File: config.mk
export PLATFORM = sky130hd
export DESIGN_NAME = traffic_tracking_table_flat
export DESIGN_NICKNAME = d
export VERILOG_FILES = /design/src/hw/rtl/ttt_pkg.sv /design/src/hw/rtl/ttt_if.sv /design/src/hw/rtl/ttt_datapath.sv /design/src/hw/rtl/ttt_ctrl.sv /design/src/hw/rtl/traffic_tracking_table.sv /design/src/flat_wrapper.sv
export VERILOG_INCLUDE_DIRS = /design/src /design/src/hw/rtl
export SDC_FILE = /design/constraint.sdc
export NUM_CORES = 2
export LEC_CHECK = 0
export BUFFER_PORTS_ARGS = -buffer_cell sky130_fd_sc_hd__buf_4
export CAP_MARGIN = 10
export CORE_ASPECT_RATIO = 0.9
export CORE_MARGIN = 2
export CORE_UTILIZATION = 50
export CTS_CLUSTER_DIAMETER = 200
export CTS_CLUSTER_SIZE = 40
export DETAILED_ROUTE_END_ITERATION = 16
export PLACE_DENSITY_LB_ADDON = 0.2
export SLEW_MARGIN = 20
export SYNTH_ARGS = -nofsm -noshare
export SYNTH_HDL_FRONTEND = slang
export SYNTH_SLANG_ARGS = --single-unit
File: constraint.sdc
create_clock -name i_clk -period 30.1 [get_ports i_clk]
set_input_delay 3.01 -clock i_clk [delete_from_list [all_inputs] [get_ports i_clk]]
set_output_delay 3.01 -clock i_clk [all_outputs]
set_load 0.02 [all_outputs]
File: src/hw/rtl/assert_macros.svh
// ----------------------------------------------------------------------------
// assert_macros.svh
// Concurrent assertion helpers clocked on i_clk.
// ----------------------------------------------------------------------------
`ifndef ASSERT_MACROS_SVH
`define ASSERT_MACROS_SVH

// Checked only while out of reset.
`define TTT_ASSERT(lbl, prop, msg) \
    lbl: assert property (@(posedge i_clk) disable iff (!i_rst_n) prop) else $error(msg);

// Checked on every edge, reset included.
`define TTT_ASSERT_ALWAYS(lbl, prop, msg) \
    lbl: assert property (@(posedge i_clk) prop) else $error(msg);

`endif

File: src/hw/rtl/ttt_pkg.sv
`timescale 1ns / 1ps
// ----------------------------------------------------------------------------
// ttt_pkg
// Shared types and constants of the traffic tracking table.
// ----------------------------------------------------------------------------
package ttt_pkg;

    localparam int ENTRIES_DEF = 8;
    localparam logic [15:0] EXPIRY_RST = 16'd5;

    typedef enum logic [1:0] {
        OP_ADD   = 2'd0,
        OP_SWEEP = 2'd1,
        OP_COUNT = 2'd2,
        OP_READ  = 2'd3
    } t_op;

    typedef enum logic [2:0] {
        STS_REJECTED = 3'd0,
        STS_UPDATED  = 3'd1,
        STS_FILLED   = 3'd2,
        STS_REPLACED = 3'd3,
        STS_SWEPT    = 3'd4,
        STS_COUNTED  = 3'd5,
        STS_READ     = 3'd6
    } t_status;

    typedef enum logic [2:0] {
        S_IDLE,
        S_SCAN,
        S_DRAIN,
        S_WRITE,
        S_DONE
    } t_state;

    // One table entry
    typedef struct packed {
        logic [23:0] addr;
        logic [31:0] stamp;
        logic [63:0] rec;
    } t_entry;

    // Request payload
    typedef struct packed {
        t_op         operation;
        logic [23:0] object_address;
        logic [31:0] object_stamp;
        logic [31:0] now_time;
        logic [63:0] object_record;
        logic [2:0]  slot_index;
    } t_req;

    // Response payload
    typedef struct packed {
        logic [2:0]  status;
        logic [2:0]  slot;
        logic [3:0]  occupied_count;
        logic [23:0] out_address;
        logic [31:0] out_stamp;
        logic [63:0] out_record;
    } t_rsp;

    // Controller to datapath
    typedef struct packed {
        logic capture;
        logic issue;
        logic write;
        logic finish;
    } t_dp_cmd;

    // Datapath to controller
    typedef struct packed {
        logic go_scan;
        logic last;
        logic is_add;
        logic out_free;
    } t_dp_sts;

endpackage

File: src/hw/rtl/ttt_if.sv
`timescale 1ns / 1ps
// ----------------------------------------------------------------------------
// ttt_if
// Valid/ready channels for requests and responses.
// ----------------------------------------------------------------------------
interface ttt_req_if;
    logic        valid;
    logic        ready;
    logic [1:0]  operation;
    logic [23:0] object_address;
    logic [31:0] object_stamp;
    logic [31:0] now_time;
    logic [63:0] object_record;
    logic [2:0]  slot_index;

    modport source (
        output valid, operation, object_address, object_stamp, now_time,
               object_record, slot_index,
        input  ready
    );
    modport sink (
        input  valid, operation, object_address, object_stamp, now_time,
               object_record, slot_index,
        output ready
    );
endinterface

interface ttt_rsp_if;
    logic        valid;
    logic        ready;
    logic [2:0]  status;
    logic [2:0]  slot;
    logic [3:0]  occupied_count;
    logic [23:0] out_address;
    logic [31:0] out_stamp;
    logic [63:0] out_record;

    modport source (
        output valid, status, slot, occupied_count, out_address, out_stamp,
               out_record,
        input  ready
    );
    modport sink (
        input  valid, status, slot, occupied_count, out_address, out_stamp,
               out_record,
        output ready
    );
endinterface

File: src/hw/rtl/ttt_datapath.sv
`timescale 1ns / 1ps
// ----------------------------------------------------------------------------
// ttt_datapath
// Entry memory, valid bits, occupancy counter, scan trackers and the
// response register.
// ----------------------------------------------------------------------------
module ttt_datapath #(
    parameter int ENTRIES = ttt_pkg::ENTRIES_DEF
) (
    input  logic             i_clk,
    input  logic             i_rst_n,
    input  ttt_pkg::t_req    i_req,
    input  logic             i_cfg_we,
    input  logic [15:0]      i_cfg_wdata,
    input  ttt_pkg::t_dp_cmd i_cmd,
    output ttt_pkg::t_dp_sts o_sts,
    input  logic             i_rsp_ready,
    output logic             o_rsp_valid,
    output ttt_pkg::t_rsp    o_rsp
);

    localparam int IW = (ENTRIES > 1) ? $clog2(ENTRIES) : 1;
    localparam int CW = $clog2(ENTRIES + 1);
    localparam logic [IW-1:0] LAST_IDX = IW'(ENTRIES - 1);

    // Captured transaction
    ttt_pkg::t_op    r_op;
    logic [23:0]     r_addr;
    logic [31:0]     r_stamp;
    logic [31:0]     r_now;
    logic [63:0]     r_rec;
    logic [2:0]      r_idx;

    logic [15:0]     r_expiry;

    // Storage
    ttt_pkg::t_entry r_mem [ENTRIES];
    ttt_pkg::t_entry r_rd_data;
    logic [ENTRIES-1:0] r_valid;
    logic [CW-1:0]   r_count;

    // Scan pointers
    logic [IW-1:0]   r_scan_idx;
    logic            r_chk_en;
    logic [IW-1:0]   r_chk_idx;

    // Add trackers
    logic            r_match_fnd;
    logic [IW-1:0]   r_match_idx;
    logic            r_empty_fnd;
    logic [IW-1:0]   r_empty_idx;
    logic            r_exp_fnd;
    logic [IW-1:0]   r_old_idx;
    logic [31:0]     r_old_stamp;
    logic [IW-1:0]   r_target;
    ttt_pkg::t_status r_kind;

    logic            r_rsp_valid;
    ttt_pkg::t_rsp   r_rsp;

    logic [IW-1:0]   w_rd_addr;
    logic            w_chk_valid;
    logic [31:0]     w_age;
    logic            w_aged;
    logic            w_expired;
    logic            w_fill;
    logic [IW-1:0]   w_target;
    ttt_pkg::t_status w_kind;
    logic            w_in_range;
    logic            w_rd_ok;
    ttt_pkg::t_rsp   w_rsp;

    // Status toward the controller
    always_comb begin
        o_sts.go_scan  = ((i_req.operation == ttt_pkg::OP_ADD) &&
                          (i_req.object_address != 24'd0)) ||
                         (i_req.operation == ttt_pkg::OP_SWEEP) ||
                         (i_req.operation == ttt_pkg::OP_READ);
        o_sts.last     = (r_op == ttt_pkg::OP_READ) || (r_scan_idx == LAST_IDX);
        o_sts.is_add   = (r_op == ttt_pkg::OP_ADD);
        o_sts.out_free = !r_rsp_valid || i_rsp_ready;
    end

    // Capture the accepted transaction
    always_ff @(posedge i_clk) begin
        if (i_cmd.capture) begin
            r_op    <= i_req.operation;
            r_addr  <= i_req.object_address;
            r_stamp <= i_req.object_stamp;
            r_now   <= i_req.now_time;
            r_rec   <= i_req.object_record;
            r_idx   <= i_req.slot_index;
        end
    end

    // Expiry register
    always_ff @(posedge i_clk) begin
        if (!i_rst_n) begin
            r_expiry <= ttt_pkg::EXPIRY_RST;
        end else if (i_cfg_we) begin
            r_expiry <= i_cfg_wdata;
        end
    end

    // Read address: the requested slot for a read, else the scan pointer
    assign w_rd_addr = (r_op == ttt_pkg::OP_READ) ? IW'(r_idx) : r_scan_idx;

    // Checks on the entry read back last cycle
    assign w_chk_valid = r_valid[r_chk_idx];
    assign w_age       = r_now - r_rd_data.stamp;
    assign w_aged      = w_age > {16'd0, r_expiry};
    assign w_expired   = (r_now > r_rd_data.stamp) && w_aged;

    // Add target: same address, then first empty, then victim
    always_comb begin
        w_fill = !r_match_fnd && r_empty_fnd;
        if (r_match_fnd) begin
            w_target = r_match_idx;
            w_kind   = ttt_pkg::STS_UPDATED;
        end else if (r_empty_fnd) begin
            w_target = r_empty_idx;
            w_kind   = ttt_pkg::STS_FILLED;
        end else begin
            w_target = r_old_idx;
            w_kind   = ttt_pkg::STS_REPLACED;
        end
    end

    // Entry memory, one write and one registered read
    always_ff @(posedge i_clk) begin
        if (i_cmd.write) begin
            r_mem[w_target] <= '{addr: r_addr, stamp: r_stamp, rec: r_rec};
        end
        if (i_cmd.issue) begin
            r_rd_data <= r_mem[w_rd_addr];
        end
    end

    // Scan pointer and check stage
    always_ff @(posedge i_clk) begin
        if (!i_rst_n) begin
            r_scan_idx <= '0;
            r_chk_en   <= 1'b0;
            r_chk_idx  <= '0;
        end else begin
            if (i_cmd.capture) begin
                r_scan_idx <= '0;
            end else if (i_cmd.issue) begin
                r_scan_idx <= r_scan_idx + IW'(1);
            end
            r_chk_en  <= i_cmd.issue && (r_op != ttt_pkg::OP_READ);
            r_chk_idx <= w_rd_addr;
        end
    end

    // Add trackers: first match, first empty, expired or oldest victim
    always_ff @(posedge i_clk) begin
        if (!i_rst_n) begin
            r_match_fnd <= 1'b0;
            r_empty_fnd <= 1'b0;
            r_exp_fnd   <= 1'b0;
        end else if (i_cmd.capture) begin
            r_match_fnd <= 1'b0;
            r_empty_fnd <= 1'b0;
            r_exp_fnd   <= 1'b0;
        end else if (r_chk_en && (r_op == ttt_pkg::OP_ADD)) begin
            if (w_chk_valid && (r_rd_data.addr == r_addr) && !r_match_fnd) begin
                r_match_fnd <= 1'b1;
                r_match_idx <= r_chk_idx;
            end
            if (!w_chk_valid && !r_empty_fnd) begin
                r_empty_fnd <= 1'b1;
                r_empty_idx <= r_chk_idx;
            end
            if (r_chk_idx == '0) begin
                r_old_idx   <= '0;
                r_old_stamp <= r_rd_data.stamp;
            end else if (!r_exp_fnd) begin
                if (w_expired) begin
                    r_exp_fnd <= 1'b1;
                    r_old_idx <= r_chk_idx;
                end else if (r_rd_data.stamp < r_old_stamp) begin
                    r_old_idx   <= r_chk_idx;
                    r_old_stamp <= r_rd_data.stamp;
                end
            end
        end
    end

    // Valid bits and occupancy
    always_ff @(posedge i_clk) begin
        if (!i_rst_n) begin
            r_valid <= '0;
            r_count <= '0;
        end else if (i_cmd.write) begin
            r_valid[w_target] <= 1'b1;
            if (w_fill) begin
                r_count <= r_count + CW'(1);
            end
        end else if (r_chk_en && (r_op == ttt_pkg::OP_SWEEP) && w_chk_valid && w_aged) begin
            r_valid[r_chk_idx] <= 1'b0;
            r_count            <= r_count - CW'(1);
        end
    end

    // Remember where the add landed
    always_ff @(posedge i_clk) begin
        if (i_cmd.write) begin
            r_target <= w_target;
            r_kind   <= w_kind;
        end
    end

    // Response build
    assign w_in_range = int'(r_idx) < ENTRIES;
    assign w_rd_ok    = w_in_range && r_valid[IW'(r_idx)];

    always_comb begin
        w_rsp = '0;
        w_rsp.occupied_count = (int'(r_count) > 15) ? 4'd15 : 4'(r_count);
        case (r_op)
            ttt_pkg::OP_ADD: begin
                if (r_addr == 24'd0) begin
                    w_rsp.status = ttt_pkg::STS_REJECTED;
                end else begin
                    w_rsp.status = r_kind;
                    w_rsp.slot   = 3'(r_target);
                end
            end
            ttt_pkg::OP_SWEEP: w_rsp.status = ttt_pkg::STS_SWEPT;
            ttt_pkg::OP_COUNT: w_rsp.status = ttt_pkg::STS_COUNTED;
            ttt_pkg::OP_READ: begin
                w_rsp.status = ttt_pkg::STS_READ;
                w_rsp.slot   = r_idx;
                if (w_rd_ok) begin
                    w_rsp.out_address = r_rd_data.addr;
                    w_rsp.out_stamp   = r_rd_data.stamp;
                    w_rsp.out_record  = r_rd_data.rec;
                end
            end
            default: w_rsp.status = ttt_pkg::STS_REJECTED;
        endcase
    end

    // Response register
    always_ff @(posedge i_clk) begin
        if (!i_rst_n) begin
            r_rsp_valid <= 1'b0;
        end else if (i_cmd.finish) begin
            r_rsp_valid <= 1'b1;
        end else if (i_rsp_ready) begin
            r_rsp_valid <= 1'b0;
        end
    end

    always_ff @(posedge i_clk) begin
        if (i_cmd.finish) begin
            r_rsp <= w_rsp;
        end
    end

    assign o_rsp_valid = r_rsp_valid;
    assign o_rsp       = r_rsp;

endmodule

File: src/hw/rtl/ttt_ctrl.sv
`timescale 1ns / 1ps
// ----------------------------------------------------------------------------
// ttt_ctrl
// Sequencer for accept, scan, write-back and response hand-off.
// ----------------------------------------------------------------------------
module ttt_ctrl (
    input  logic             i_clk,
    input  logic             i_rst_n,
    input  logic             i_req_valid,
    output logic             o_req_ready,
    input  ttt_pkg::t_dp_sts i_sts,
    output ttt_pkg::t_dp_cmd o_cmd
);

    ttt_pkg::t_state r_state;
    ttt_pkg::t_state n_state;

    // State register
    always_ff @(posedge i_clk) begin
        if (!i_rst_n) begin
            r_state <= ttt_pkg::S_IDLE;
        end else begin
            r_state <= n_state;
        end
    end

    // Next state and commands
    always_comb begin
        n_state     = r_state;
        o_cmd       = '0;
        o_req_ready = 1'b0;
        case (r_state)
            ttt_pkg::S_IDLE: begin
                o_req_ready = 1'b1;
                if (i_req_valid) begin
                    o_cmd.capture = 1'b1;
                    n_state = i_sts.go_scan ? ttt_pkg::S_SCAN : ttt_pkg::S_DONE;
                end
            end
            ttt_pkg::S_SCAN: begin
                o_cmd.issue = 1'b1;
                if (i_sts.last) begin
                    n_state = ttt_pkg::S_DRAIN;
                end
            end
            // last entry is checked here
            ttt_pkg::S_DRAIN: begin
                n_state = i_sts.is_add ? ttt_pkg::S_WRITE : ttt_pkg::S_DONE;
            end
            ttt_pkg::S_WRITE: begin
                o_cmd.write = 1'b1;
                n_state = ttt_pkg::S_DONE;
            end
            ttt_pkg::S_DONE: begin
                if (i_sts.out_free) begin
                    o_cmd.finish = 1'b1;
                    n_state = ttt_pkg::S_IDLE;
                end
            end
            default: n_state = ttt_pkg::S_IDLE;
        endcase
    end

endmodule

File: src/hw/rtl/traffic_tracking_table.sv
`timescale 1ns / 1ps
`include "assert_macros.svh"
// ----------------------------------------------------------------------------
// traffic_tracking_table
// Keyed table of tracked objects with expiry sweep and expired-or-oldest replacement.
//
//   channel   dir  handshake     payload
//   i_req     in   valid/ready   operation, address, stamps, record, slot
//   o_rsp     out  valid/ready   status, slot, count, read-back entry
//   i_cfg_*   in   write enable  expiry_time (16 bit)
//
// Add and sweep scan the entry memory's read port one entry per cycle;
// read fetches only the requested slot, count and rejected add skip the scan.
// Synchronous reset clears valid bits and occupancy at once; expiry is 5.
// One transaction at a time; a new one is taken while a response is held.
// A held response stalls hand-off of the next until o_rsp.ready.
// ----------------------------------------------------------------------------
module traffic_tracking_table #(
    parameter int ENTRIES = ttt_pkg::ENTRIES_DEF
) (
    input  logic        i_clk,
    input  logic        i_rst_n,
    ttt_req_if.sink     i_req,
    ttt_rsp_if.source   o_rsp,
    input  logic        i_cfg_we,
    input  logic [15:0] i_cfg_wdata
);

    ttt_pkg::t_req    w_req;
    ttt_pkg::t_rsp    w_rsp;
    ttt_pkg::t_dp_cmd w_cmd;
    ttt_pkg::t_dp_sts w_sts;
    logic             w_rsp_valid;

    // Request payload into a struct
    always_comb begin
        w_req.operation      = ttt_pkg::t_op'(i_req.operation);
        w_req.object_address = i_req.object_address;
        w_req.object_stamp   = i_req.object_stamp;
        w_req.now_time       = i_req.now_time;
        w_req.object_record  = i_req.object_record;
        w_req.slot_index     = i_req.slot_index;
    end

    ttt_ctrl u_ctrl (
        .i_clk       (i_clk),
        .i_rst_n     (i_rst_n),
        .i_req_valid (i_req.valid),
        .o_req_ready (i_req.ready),
        .i_sts       (w_sts),
        .o_cmd       (w_cmd)
    );

    ttt_datapath #(
        .ENTRIES (ENTRIES)
    ) u_datapath (
        .i_clk       (i_clk),
        .i_rst_n     (i_rst_n),
        .i_req       (w_req),
        .i_cfg_we    (i_cfg_we),
        .i_cfg_wdata (i_cfg_wdata),
        .i_cmd       (w_cmd),
        .o_sts       (w_sts),
        .i_rsp_ready (o_rsp.ready),
        .o_rsp_valid (w_rsp_valid),
        .o_rsp       (w_rsp)
    );

    // Response outputs
    assign o_rsp.valid          = w_rsp_valid;
    assign o_rsp.status         = w_rsp.status;
    assign o_rsp.slot           = w_rsp.slot;
    assign o_rsp.occupied_count = w_rsp.occupied_count;
    assign o_rsp.out_address    = w_rsp.out_address;
    assign o_rsp.out_stamp      = w_rsp.out_stamp;
    assign o_rsp.out_record     = w_rsp.out_record;

    // Checks
    `TTT_ASSERT(a_one_at_a_time, (i_req.valid && i_req.ready) |=> !i_req.ready, "request taken while busy")
    `TTT_ASSERT(a_rsp_from_finish, $rose(o_rsp.valid) |-> $past(w_cmd.finish), "response without finish")
    `TTT_ASSERT(a_no_rd_on_wr, !(w_cmd.write && w_cmd.issue), "memory write during scan")
    `TTT_ASSERT(a_count_bound, o_rsp.valid |-> (int'(o_rsp.occupied_count) <= ENTRIES), "occupancy above table size")

endmodule

File: src/flat_wrapper.sv
// flat-port wrapper written by rule: the top's interface ports become plain ports
module traffic_tracking_table_flat 
#(
    parameter int ENTRIES = ttt_pkg::ENTRIES_DEF
)
  (i_clk, i_rst_n, i_cfg_we, i_cfg_wdata, i_req_valid, i_req_operation, i_req_object_address, i_req_object_stamp, i_req_now_time, i_req_object_record, i_req_slot_index, i_req_ready, o_rsp_valid, o_rsp_status, o_rsp_slot, o_rsp_occupied_count, o_rsp_out_address, o_rsp_out_stamp, o_rsp_out_record, o_rsp_ready);
  ttt_req_if i_req_i ();
  ttt_rsp_if o_rsp_i ();
  input  logic i_clk;
  input  logic i_rst_n;
  input  logic i_cfg_we;
  input  logic [15:0] i_cfg_wdata;
  input wire logic [$bits(i_req_i.valid)-1:0] i_req_valid;
  input wire logic [$bits(i_req_i.operation)-1:0] i_req_operation;
  input wire logic [$bits(i_req_i.object_address)-1:0] i_req_object_address;
  input wire logic [$bits(i_req_i.object_stamp)-1:0] i_req_object_stamp;
  input wire logic [$bits(i_req_i.now_time)-1:0] i_req_now_time;
  input wire logic [$bits(i_req_i.object_record)-1:0] i_req_object_record;
  input wire logic [$bits(i_req_i.slot_index)-1:0] i_req_slot_index;
  output wire logic [$bits(i_req_i.ready)-1:0] i_req_ready;
  output wire logic [$bits(o_rsp_i.valid)-1:0] o_rsp_valid;
  output wire logic [$bits(o_rsp_i.status)-1:0] o_rsp_status;
  output wire logic [$bits(o_rsp_i.slot)-1:0] o_rsp_slot;
  output wire logic [$bits(o_rsp_i.occupied_count)-1:0] o_rsp_occupied_count;
  output wire logic [$bits(o_rsp_i.out_address)-1:0] o_rsp_out_address;
  output wire logic [$bits(o_rsp_i.out_stamp)-1:0] o_rsp_out_stamp;
  output wire logic [$bits(o_rsp_i.out_record)-1:0] o_rsp_out_record;
  input wire logic [$bits(o_rsp_i.ready)-1:0] o_rsp_ready;
  assign i_req_i.valid = i_req_valid;
  assign i_req_i.operation = i_req_operation;
  assign i_req_i.object_address = i_req_object_address;
  assign i_req_i.object_stamp = i_req_object_stamp;
  assign i_req_i.now_time = i_req_now_time;
  assign i_req_i.object_record = i_req_object_record;
  assign i_req_i.slot_index = i_req_slot_index;
  assign i_req_ready = i_req_i.ready;
  assign o_rsp_valid = o_rsp_i.valid;
  assign o_rsp_status = o_rsp_i.status;
  assign o_rsp_slot = o_rsp_i.slot;
  assign o_rsp_occupied_count = o_rsp_i.occupied_count;
  assign o_rsp_out_address = o_rsp_i.out_address;
  assign o_rsp_out_stamp = o_rsp_i.out_stamp;
  assign o_rsp_out_record = o_rsp_i.out_record;
  assign o_rsp_i.ready = o_rsp_ready;
  traffic_tracking_table #(.ENTRIES(ENTRIES)) u_core (.i_clk(i_clk), .i_rst_n(i_rst_n), .i_req(i_req_i), .o_rsp(o_rsp_i), .i_cfg_we(i_cfg_we), .i_cfg_wdata(i_cfg_wdata));
endmodule
Yosys cells after proc, flatten, opt, wreduce, memory -nomap -nowiden:

Memories as Yosys holds them, arrays and structs flattened. A register that Yosys moved wholly into a read port is not among the register bits.
Cells that the tools add are included.

* latch bits: 0
* memories kept: 1
* register bits after elaboration: 376
* memory bits (read-only): 0
* bits in writable memories: 960
* output and inout bits: 132
* logic and storage cells: 155
* input bits: 178

* eq/ne operators: 18
* reduce and logical (&&, ||, !) cells: 42
* mux-type cells: 47
* add/subtract/negate cells: 4
* magnitude comparators: 8
* shift-type cells: 0
* div/mod/pow operators: 0
* bitwise logic cells: 6
* $mul: 0

Memories
* u_core.u_datapath.r_mem: words 8, bits a word 120, read ports 1, clocked after memory_dff 1, write ports 1, RTL line ttt_datapath.sv:37 `ttt_pkg::t_entry r_mem [ENTRIES];`

Operators with widths (count)
* $mux 32: 4
* $mux 3: 13
* $gt 32x16->1: 1
* $gt 32x32->1: 1
* $lt 32x32->1: 1
* $sub 32x32->32: 1
* $eq 24x24->1: 1
* $logic_not 24->1: 1
* $reduce_bool 24->1: 1
* $mux 1: 18
* $mux 8: 2
* $pmux 3 s5: 1
* $logic_and 1x1->1: 13
* $lt 3x4->1 const B: 3
* $mux 4: 3
* $pmux 3 s4: 1
* $ne 2x2->1 const B: 5
* $reduce_and 2->1: 5
* $and 8x8->8: 1
* $not 8->8: 1
* $or 8x8->8: 1
* $reduce_and 4->1: 2
* $bmux 1 s3: 2
* $demux 1 s3: 2
* 22 further kinds: 41

Logic depth before layout (Yosys ltp):

* word-level depth: 8
* mapped depth: 23
* mapped depth without buffers: 22

Modules after synthesis:

Synthesis repeated with hierarchy kept, for this count alone.

* cells, all modules: 2794
* area, all modules: 56514.2 µm²

By module, submodules not included
* ttt_datapath: area an instance 56274.0 µm², instances 1, cells each 2770
* ttt_ctrl: area an instance 240.2 µm², instances 1, cells each 24

Least setup slack after synthesis:

OpenSTA, ideal clock, no wires.

* path kind: register to register
* from: register u_core.u_ctrl.r_state[0]
* to: register u_core.u_datapath.r_chk_en
* buffers on the path: 1
* path slack: 19.554 ns
* stages on the path, launching flop included: 4
* arrival: 10.437 ns
* cell sequence: dfxtp_1 > clkbuf_1 > nor3b_1 > and3_1

* word-level cells in the longest chain between the ends: 3

Ends and longest elaborated chain
* from (decl): RTL line ttt_ctrl.sv:15 `ttt_pkg::t_state r_state;`
* from (signal assigned): RTL line ttt_ctrl.sv:21 `r_state <= ttt_pkg::S_IDLE;`
* from (signal assigned): RTL line ttt_ctrl.sv:23 `r_state <= n_state;`
* $eq 3x1->1: RTL line ttt_ctrl.sv:32 `case (r_state)`
* $mux 1: RTL line ttt_ctrl.sv:32
* $logic_and 1x1->1: RTL line ttt_datapath.sv:151 `r_chk_en <= i_cmd.issue && (r_op != ttt_pkg::OP_READ);`
* to (signal assigned): RTL line ttt_datapath.sv:151
* to (decl): RTL line ttt_datapath.sv:44 `logic r_chk_en;`

Every way passes these cells.
A chain may end at the register's enable or synchronous reset.

Worst setup path in the final report:

* from: register u_core.u_datapath.r_rd_data[68] (netlist name)
* to: register u_core.u_datapath.r_old_stamp[15], enable pin

* word-level cells in the longest chain between the ends: 5
* elaborated cells between the ends (all ways): 8

Ends and longest elaborated chain
* $sub 32x32->32: RTL line ttt_datapath.sv:110 `assign w_age = r_now - r_rd_data.stamp;`
* $gt 32x16->1: RTL line ttt_datapath.sv:111 `assign w_aged = w_age > {16'd0, r_expiry};`
* $logic_and 1x1->1: RTL line ttt_datapath.sv:112 `assign w_expired = (r_now > r_rd_data.stamp) && w_aged;`
* $ne 2x1->1 (no line)
* $reduce_and 6->1 (no line) (*)
* to (signal assigned): RTL line ttt_datapath.sv:177 `r_old_stamp <= r_rd_data.stamp;`
* to (signal assigned): RTL line ttt_datapath.sv:184 `r_old_stamp <= r_rd_data.stamp;`
* to (decl): RTL line ttt_datapath.sv:54 `logic [31:0] r_old_stamp;`

Mark *: on every way between the ends. The rest lies on a longest branch, timed or not.

==> impl_metrics.csv <==
group,metric,value,unit
synth,ys_types,73,
floorplanning,fp-row-count,116,
detailed_routing,drt_iter0_drc,2549,
critical_path,crit_chain,"inv_1, ha_1, and2_4, a221oi_2, nand2_1, and2_1, o21ai_0, nand2b_1, a21oi_1, o21bai_1, xor2_1, ha_1, nand3_1, nor4_1, nand3_1, a221oi_1, o2111ai_1, nor4_2, a21oi_1, o22ai_2, buf_4",
timing,period_share,0.184,
cells_and_area,drive_gt1_frac,0.259,
detailed_routing,routed_wl,121000,µm
power,seqPwrFrac,0.638,
global_routing,antenna_found_initial,9,
synth,ys_async_sr_fraction,0,
power,power_density,61.9,nW/µm²
clock_network,clock_latency,0.69,ns
placed_design,place_ws,24.69,ns
synth,yosysWarningCount,0,
timing,min_period,5.55,ns
critical_path,crit_required,30.45,ns
critical_path,critical_path.max_stage_delay,0.46,ns
cells_and_area,fill_cells,8371,
min_path,min-delay-start,"u_core.u_datapath.r_expiry[2]$_SDFFE_PN1P_",
timing,tns,0,ns
detailed_routing,dr.pass1.iters,6,
clock_network,cts_root_buf,"clkbuf_16",
job,max_cap_violations,0,
synth,synth_area_per_cell,20.3,µm²
critical_path,crit_fanout,32,
placed_design,placedCellCount,4477,
critical_path,critPathKind,"reg -> reg",
critical_path,endpoint_kind,"flip-flop",
clock_network,clock_sinks,1455,
power,power.leakage,20.3,nW
power,p_int,0.00287,W
global_routing,grt_pass1_wl,177000,µm
cells_and_area,design_area,61600,µm²
critical_path,cp_slowest_cell,"edfxtp_1",
floorplanning,pin_count,310,
synth,postSynthNetCount,3042,
power,power.share.clock,0.216,
synth,synth-edff-count,1413,
power,p_switching,0.000942,W
global_routing,overflow,0,
placed_design,io_buffers,309,
timing,rsz0062_at_grt,"no",
synth,ys_seq_area_frac,0.770,
clock_network,cts_max_path_buffers,3,
timing,fmax,0.180,GHz
min_path,hp-class,"reg -> reg",
floorplanning,die_w,357,µm
min_path,holdPathStages,2,
critical_path,start_kind,"flip-flop",
timing,worst_pin_slew,1.10,ns
floorplanning,initial_utilization,0.505,
detailed_routing,route.antenna.remaining_nets,0,
power,p_sw_frac,0.247,
power,peakVddDrop,43.6,µV
min_path,min_to,"u_core.u_datapath.r_expiry[2]$_SDFFE_PN1P_",
floorplanning,dieArea,115000,µm²
cells_and_area,area_delta_synth_final,9.61,%
synth,netlist_area,56200,µm²
clock_network,post_cts_buffers,0,
clock_network,cts_resized,0,
placed_design,dp_hpwl,70400,µm
clock_network,clk_pin_slew,0.15,ns
timing,fin_ws,24.55,ns
critical_path,r2r_cells,21,
run_status,status,"finished clean",
detailed_routing,viasPerCell,5.85,
critical_path,arrival,5.90,ns
timing,hold_violations,0,
clock_network,ctsHoldBuffers,0,
critical_path,rr_endpoint,"u_core.u_datapath.r_old_stamp[15]$_DFFE_PP_",
cells_and_area,fin_nets,3313,
synth,ys.flop_type,"edfxtp_1",
cells_and_area,instances_no_fill,4539,
critical_path,rr_startpoint,"u_core.u_datapath.r_rd_data[68]$_DFFE_PP_",
timing,finalMaxSlewViolations,0,
cells_and_area,utilization,0.553,
detailed_routing,route.detailed.drc,0,
timing,setup_viol,0,
power,p_comb_frac,0.146,
timing,slew_headroom,0.267,
placed_design,place_congestion,0.947,
timing,fin_worst_skew,0.0290,ns
detailed_routing,dr_total_vias,26500,
cells_and_area,multi_input_area,12200,µm²
synth,synth-seq-cells,1455,
clock_network,cts_buffers,42,
floorplanning,fp.dieH,322,µm
critical_path,r2r_slack,24.55,ns
synth,netlist_instances,2775,
clock_network,cts_tree,"done",
clock_network,cts-htree-levels,2,
global_routing,grt_pass1_vias,27300,
global_routing,grt_max_degree,110,
global_routing,grt_use_total,0.210,
detailed_routing,routedWlPerCell,26.7,µm
floorplanning,core,111000,µm²
cells_and_area,ff_latch_area,43300,µm²
placed_design,placed_area,60400,µm²
[power by group through the flow]
stage                     registers (W)  clock network (W)  logic (W)
after floorplan                 0.00247                  0   0.000376
after detailed placement        0.00248                  0   0.000559
after global placement          0.00247                  0   0.000554
after global routing            0.00245           0.000909   0.000605
final                           0.00243           0.000825   0.000556
after CTS                       0.00243           0.000850   0.000562
[critical path: cells and delay by family (launching register included)]
kind / cells / cell delay (ns)
adders and majority gates: 2 / 0.59
DFF: 1 / 0.46
xor gates and xnor gates: 1 / 0.17
AOI/OAI and AO/OA: 8 / 1.73
and+or+nand+nor: 8 / 1.71
buffers and inverters: 2 / 0.52
[cell usage in the layout, fill, tap and decap left out, types with 5 or more instances in the layout]
cell type and count:
nand4_1 23, nand2_1 46, buf_4 335, or3_1 5
and4_1 5, inv_1 96, mux2_2 124, a21o_1 32
o21ai_0 41, nor2b_1 26, nand2b_1 9, clkbuf_1 14
xor2_1 27, and3_1 12, nor3_1 42, mux2i_1 24
mux4_2 244, ha_1 87, buf_12 7, o21a_1 9
nand3_1 19, nor2_4 9, dfxtp_1 42, clkbuf_16 43
a31oi_1 13, xnor2_1 14, and2_1 93, o211ai_1 9
nor2_1 46, nor4_1 20, a21oi_1 50, edfxtp_1 1413
[sequential cells by signal (all words and copies together) (netlist names), 4 cells and up]
signal / flops
u_core.u_datapath.r_stamp: 32
u_core.u_datapath.r_old_stamp: 32
u_core.u_datapath.r_count: 4
u_core.u_datapath.r_valid: 8
u_core.u_datapath.o_rsp: 130
u_core.u_datapath.r_rd_data: 120
u_core.u_datapath.r_mem: 960
u_core.u_datapath.r_expiry: 16
u_core.u_datapath.r_rec: 64
u_core.u_datapath.r_now: 32
u_core.u_datapath.r_addr: 24
[synth_stat cells, types with 14 or more instances]
library cell / count / area (µm²)
o21ai_0: 41 / 205
mux2i_1: 28 / 280
nand4_1: 23 / 144
nor3_1: 42 / 210
dfxtp_1: 42 / 841
buf_1: 22 / 82.6
nand3_1: 19 / 95.1
inv_1: 97 / 364
and2_1: 93 / 582
nor2b_1: 27 / 169
ha_1: 87 / 1090
clkbuf_1: 89 / 334
xnor2_1: 14 / 123
nor4_1: 20 / 125
mux4_2: 244 / 5500
nor2_1: 55 / 206
a21o_1: 32 / 240
edfxtp_1: 1413 / 42400
nand2_1: 46 / 173
xor2_1: 27 / 236
a21oi_1: 50 / 250
mux2_2: 124 / 1400
[logic make-up after synthesis]
group / share of synthesized area
multiplexers: 0.128
XOR/XNOR: 0.00639
flip-flops: 0.770
AO/OA/AOI/OAI: 0.0250
adder cells (fa/ha/maj): 0.0201
buffers and inverters: 0.0146
AND/OR/NAND/NOR: 0.0364
[area by class of cell]
type,instances,area share
Timing Repair Buffer,343,0.0433
Clock inverter,3,0.00102
Inverter,98,0.00609
Clock buffer,57,0.0183
Sequential cell,1455,0.702
Multi-Input combinational cell,1106,0.199
Antenna cell,2,0.0000812
Tap cell,1475,0.0300
[per-stage QoR]
step / hold WS [ns] / total power, W
after floorplan: 0.421 / 0.00285
after global placement: 0.454 / 0.00303
after detailed placement: 0.476 / 0.00304
after CTS: 0.509 / 0.00385
after global routing: 0.527 / 0.00396
final: 0.508 / 0.00381
[metal layers]
metal / GRT usage / routed length (µm) / vias up
met5: 0 / 69 / -
met4: 0.0396 / 1940 / 10
met3: 0.0264 / 6610 / 106
met2: 0.348 / 59100 / 722
met1: 0.303 / 53400 / 14100
li1: - / - / 11600
[worst max path at each step]
stage | startpoint | cells past startpoint | to | slack (ns)
2_1_floorplan | u_core.u_ctrl.r_state[0]$_SDFFE_PN0P_ | 3 | u_core.u_datapath.r_chk_en$_SDFF_PN0_ | 19.55
3_3_place_gp | i_req_valid | 4 | u_core.u_datapath.r_rec[55]$_DFFE_PP_ | 24.77
3_5_place_dp | u_core.u_datapath.r_rd_data[68]$_DFFE_PP_ | 21 | u_core.u_datapath.r_old_stamp[16]$_DFFE_PP_ | 24.69
4_1_cts | u_core.u_datapath.r_rd_data[68]$_DFFE_PP_ | 21 | u_core.u_datapath.r_old_stamp[19]$_DFFE_PP_ | 24.63
5_1_grt | u_core.u_datapath.r_rd_data[68]$_DFFE_PP_ | 21 | u_core.u_datapath.r_old_stamp[19]$_DFFE_PP_ | 24.20
6_report | u_core.u_datapath.r_rd_data[68]$_DFFE_PP_ | 21 | u_core.u_datapath.r_old_stamp[15]$_DFFE_PP_ | 24.55
No activity file was read; power rests on OpenSTA's default activity.
